## config.mk

```make
export PLATFORM = sky130hd
export DESIGN_NAME = ufe_ram
export DESIGN_NICKNAME = d
export VERILOG_FILES = /design/src/hdl/union_find_engine_assert.svh /design/src/hdl/ufe_ram.sv
export SDC_FILE = /design/constraint.sdc
export NUM_CORES = 1
export LEC_CHECK = 0
export ABC_AREA = 1
export BUFFER_PORTS_ARGS = -buffer_cell sky130_fd_sc_hd__buf_2
export CAP_MARGIN = 5
export CORE_MARGIN = 2
export CORE_UTILIZATION = 35
export CTS_CLUSTER_DIAMETER = 120
export CTS_CLUSTER_SIZE = 24
export DETAILED_ROUTE_END_ITERATION = 10
export HOLD_SLACK_MARGIN = 0.08
export SYNTH_ARGS = -nofsm -noshare
export SYNTH_HDL_FRONTEND = slang
export SYNTH_SLANG_ARGS = --single-unit
```

## constraint.sdc

```tcl
create_clock -name clk -period 1.18 [get_ports clk]
set_input_delay 0.177 -clock clk [delete_from_list [all_inputs] [get_ports clk]]
set_output_delay 0.177 -clock clk [all_outputs]
set_load 0.01 [all_outputs]
```

## src/hdl/union_find_engine_assert.svh

```systemverilog
// Assertion macros shared by the union-find engine RTL.
`ifndef UNION_FIND_ENGINE_ASSERT_SVH
`define UNION_FIND_ENGINE_ASSERT_SVH
`ifndef SYNTHESIS
`define UFE_ASSERT(lbl, prop) \
	lbl: assert property (@(posedge clk) disable iff (!arst_n) prop) \
	else $error("union_find_engine: assertion failed");
`define UFE_NEVER(lbl, expr) `UFE_ASSERT(lbl, !(expr))
`else
`define UFE_ASSERT(lbl, prop)
`define UFE_NEVER(lbl, expr)
`endif
`endif

```

## src/hdl/ufe_ram.sv

```systemverilog
// Generic single-port-write, single-port-read RAM with registered read data.
`timescale 1ns / 1ps
module ufe_ram #(
	parameter int WIDTH = 8,
	parameter int DEPTH = 16
) (
	input  logic                     clk,
	input  logic                     we,
	input  logic [$clog2(DEPTH)-1:0] waddr,
	input  logic [WIDTH-1:0]         wdata,
	input  logic                     re,
	input  logic [$clog2(DEPTH)-1:0] raddr,
	output logic [WIDTH-1:0]         rdata
);
	logic [WIDTH-1:0] mem_q [DEPTH];
	logic [WIDTH-1:0] rdata_q;

	always_ff @(posedge clk) begin
		if (we) begin
			mem_q[waddr] <= wdata;
		end
		if (re) begin
			rdata_q <= mem_q[raddr];
		end
	end

	assign rdata = rdata_q;
endmodule

```

# After elaboration in Yosys (flattened, before gate mapping)
# Memory sizes are Yosys's and may differ from the RTL's. A register that Yosys moved wholly into a read port is not among the register bits.
# Cells that the tools add are included.
[totals] reg_bits=0 ram_bits=128 in_bits=19 output_inout_bits=8 word_cells=3 n_memories=1
[memory_table] name="mem_q" depth=16 word_bits=8 rd=1 rd_clocked_by_memory_dff=1 wr=1 line="ufe_ram.sv:15" rtl="logic [WIDTH-1:0] mem_q [DEPTH];"
[classes] mux=2
[op_table] cell="$mux 1" count=2

# Logic depth before layout (Yosys ltp)
[logic_depth] depth_word=2 ltp_mapped=8 depth_no_buf=7

# Worst setup path after synthesis
# Ideal clock, no wire load.
[synth_timing] path_type="in2reg" startpoint="input waddr[3]" endpoint="memory mem_q[4][0] (enable)" setup_ns=0.370 t_arrival_ns=0.758 t_required_ns=0.810 slack_ns=0.052 stages=2 path_cell_list="nand3b_1 nor2_1"
[synth_lines] item="start: declaration" line="ufe_ram.sv:9" rtl="input logic [$clog2(DEPTH)-1:0] waddr,"
[synth_lines] item="end: declaration" line="ufe_ram.sv:15"
# Straight into the memory's write port.

# Final worst setup path
[layout_timing] startpoint="register rdata_q[4], in the netlist rdata[4] (read register of mem_q)" endpoint="output rdata[4]"
[layout_lines] item="start: declaration" line="ufe_ram.sv:16" rtl="logic [WIDTH-1:0] rdata_q;"
[layout_lines] item="end: declaration" line="ufe_ram.sv:13" rtl="output logic [WIDTH-1:0] rdata"
# No word-level cell between the ends.

==> run_results.csv <==
group,metric,value,unit
synth,yosysWarningCount,0,
place,io_buffer_count,26,
synth,synth.distinct_cells,11,
pwr,p_total,11.2,mW
synth,synth.avg_cell_area,10.6,µm²
synth,synth-seq-area-share,0.698,
setup_path,path_delay_family,"flip-flops",
synth,synth.cell_area,5850,µm²
pwr,power_density,1600,nW/µm²
final_layout,layout_commonest_cell,"nand2_1",
grt,grt_first_pass_wirelength,20900,µm
setup_path,critPathSlowestCell,"edfxtp_1",
place,preCtsSetupSlack,-0.232,ns
sta,setup_slack,0.0181,ns
drt,via_per_inst,4.59,
sta,unrepaired_setup_endpoints_after_global_routing,"true",
sta,final_hold_viol_count,0,
setup_path,reg2reg_slack,0.06,ns
clock_network,clkLatencyLatePin,0.43,ns
worst_hold_path,timing.hold.worst_endpoint,"rdata[6]",
sta,fin_worst_skew,0.0107,ns
status,outcome,"finished, final reports clean",
setup_path,critical_path_peak_fanout,1,
sta,final_setup_vio_count,0,
final_layout,drive_above_1_share,0.164,
worst_hold_path,source_of_the_worst_hold_timing_path,"re",
setup_path,path_cells,"buf_2",
grt,grt_max_degree,64,
die,die_width,133,µm
sta,finalCritPeriodShare,0.985,
setup_path,worstSetupEndpointType,"output port",
clock_network,cts_max_level,4,
drt,detailroute.via_count,3836,
synth,netlist_instances,551,
synth,yosys_register_bits,136,
sta,hold_slack,0.110,ns
sta,max_slew_violation_count,0,
drt,routed_wl,13200,µm
clock_network,clock-root-buffer,"clkbuf_16",
grt,antenna_violations_before_repair,0,
sta,clock.fmax,861,MHz
setup_path,cp.required,1.00,ns
clock_network,cts_tree,"built",
drt,drc,0,
grt,grt_usage,0.161,
final_layout,final_util,0.425,
synth,synth.net_count,570,
setup_path,total_number_of_cells_along_the_worst_setup_path,1,
clock_network,ctsLongestPathBuffers,2,
final_layout,area_growth,19.8,%
setup_path,reg2regPathDepth,6,
flow_run,max-cap-violations,0,
clock_network,tritoncts.num_buffers,17,
die,core_region_area,16500,µm²
drt,routed_wire_length_per_instance,15.8,µm
sta,worst_slew_margin_rel,0.722,
clock_network,cts.sink_count,136,
drt,first_pass_iters,4,
die,start_util,0.355,
worst_hold_path,hold-path-cell-count,1,
setup_path,critical_path.reg2reg.startpoint,"mem_q[5][1]",
grt,globalRoute.totalOverflow,0,
sta,worstMarginPinSlew,0.417,ns
pwr,vdd.ir_drop.worst,1.01,mV
setup_path,ws_path_type,"register to output port",
setup_path,max_stage_delay,0.40,ns
sta,layout_min_cycle_time,1.16,ns
drt,detail_route.iter0.violations,380,
clock_network,clk_pin_slew_worst_paths,0.06,ns
die,fp.dieH,133,µm
setup_path,worstPathArrival,0.98,ns
place,post-dp-hpwl,8430,µm
die,num_rows,47,
die,ioPinCount,27,
final_layout,final_net_count,622,
worst_hold_path,hp-class,"input pin to register",
die,fp.dieArea,17800,µm²
place,globalplace.congestion,0.833,
final_layout,antenna-diode-count,0,
setup_path,critPathBufInv,1,
drt,antenna_violating_nets_post_route,0,
grt,vias_in_the_first_global_route,3747,
final_layout,layout.cells.most_common_list,"nand2_1 (172), edfxtp_1 (136), inv_1 (100)",
pwr,cellLeakagePower,3.00,nW
setup_path,setup.worst_path.start_class,"register",
setup_path,worstReg2RegEnd,"rdata[1]",
==> logic make-up after synthesis <==
family | count (synthesis) | share of synthesized area
buffers and inverters | 126 | 0.0939
flip-flops | 136 | 0.698
AND/OR/NAND/NOR | 289 | 0.208
==> worst reg2reg max path, stage by stage, from the launching register on <==
cell	delay [ns]
edfxtp_1	0.35
inv_1	0.06
nand2_1	0.04
nand3_1	0.13
nand3_1	0.10
nand3_1	0.12
nand2_2	0.08
==> synth_stat cells <==
master,count,area (µm²)
buf_1,1,3.75
buf_4,4,30.0
nand3b_1,2,15.0
edfxtp_1,136,4080
nand3_1,97,485
inv_1,100,375
buf_2,13,65.1
nor2_1,17,63.8
nand2_1,173,649
buf_6,6,67.6
inv_2,2,7.51
==> per-layer routing <==
layer	routed length, µm	share of wire	global-route usage	up-vias
met4	229	0.017	0.0656	0
li1	-	-	-	1883
met2	6210	0.47	0.254	97
met5	0	0	0	-
met1	6170	0.47	0.215	1835
met3	579	0.044	0.0365	21
==> cell type report <==
cell class                      count  area, µm²
Clock buffer                       17        425
Clock inverter                     15        136
Fill cell                        1586       9460
Inverter                          102        383
Multi-Input combinational cell    289       1280
Sequential cell                   136       4080
Tap cell                          220        275
Timing Repair Buffer               57        425
==> registers in the layout, indices dropped and copies added, names as in the netlist <==
name / count
mem_q: 128
rdata: 8
==> repair_timing <==
item	4_1_cts	5_1_grt
hold buffers	0	0
gates resized for setup	0	13
endpoints found under the setup margin	0	7
buffers inserted	0	0
==> where the power goes <==
part           internal (mW)  leakage [nW]  switching (mW)
clock network           3.06         0.259            1.95
registers               5.44          1.24          0.0275
logic                  0.236          1.50           0.493
==> how the worst max path moves through the flow <==
stage | to | slack [ns] | startpoint
after floorplan | mem_q[4][0] | 0.05 | waddr[3]
after global placement | rdata[0] | -0.21 | raddr[0]
after detailed placement | rdata[6] | -0.23 | raddr[0]
after CTS | rdata[4] | 0.007 | rdata[4]
after global routing | rdata[4] | -0.02 | rdata[4]
final | rdata[4] | 0.02 | rdata[4]
==> stage by stage <==
step	cells	area (µm²)	setup TNS, ns
final	836	7010	0
after global routing	836	7010	-0.0250
after CTS	836	6940	0
after detailed placement	804	6380	-2.43
after global placement	804	6380	-1.69
after floorplan	551	5850	0
(Power assumes the default switching activity.)
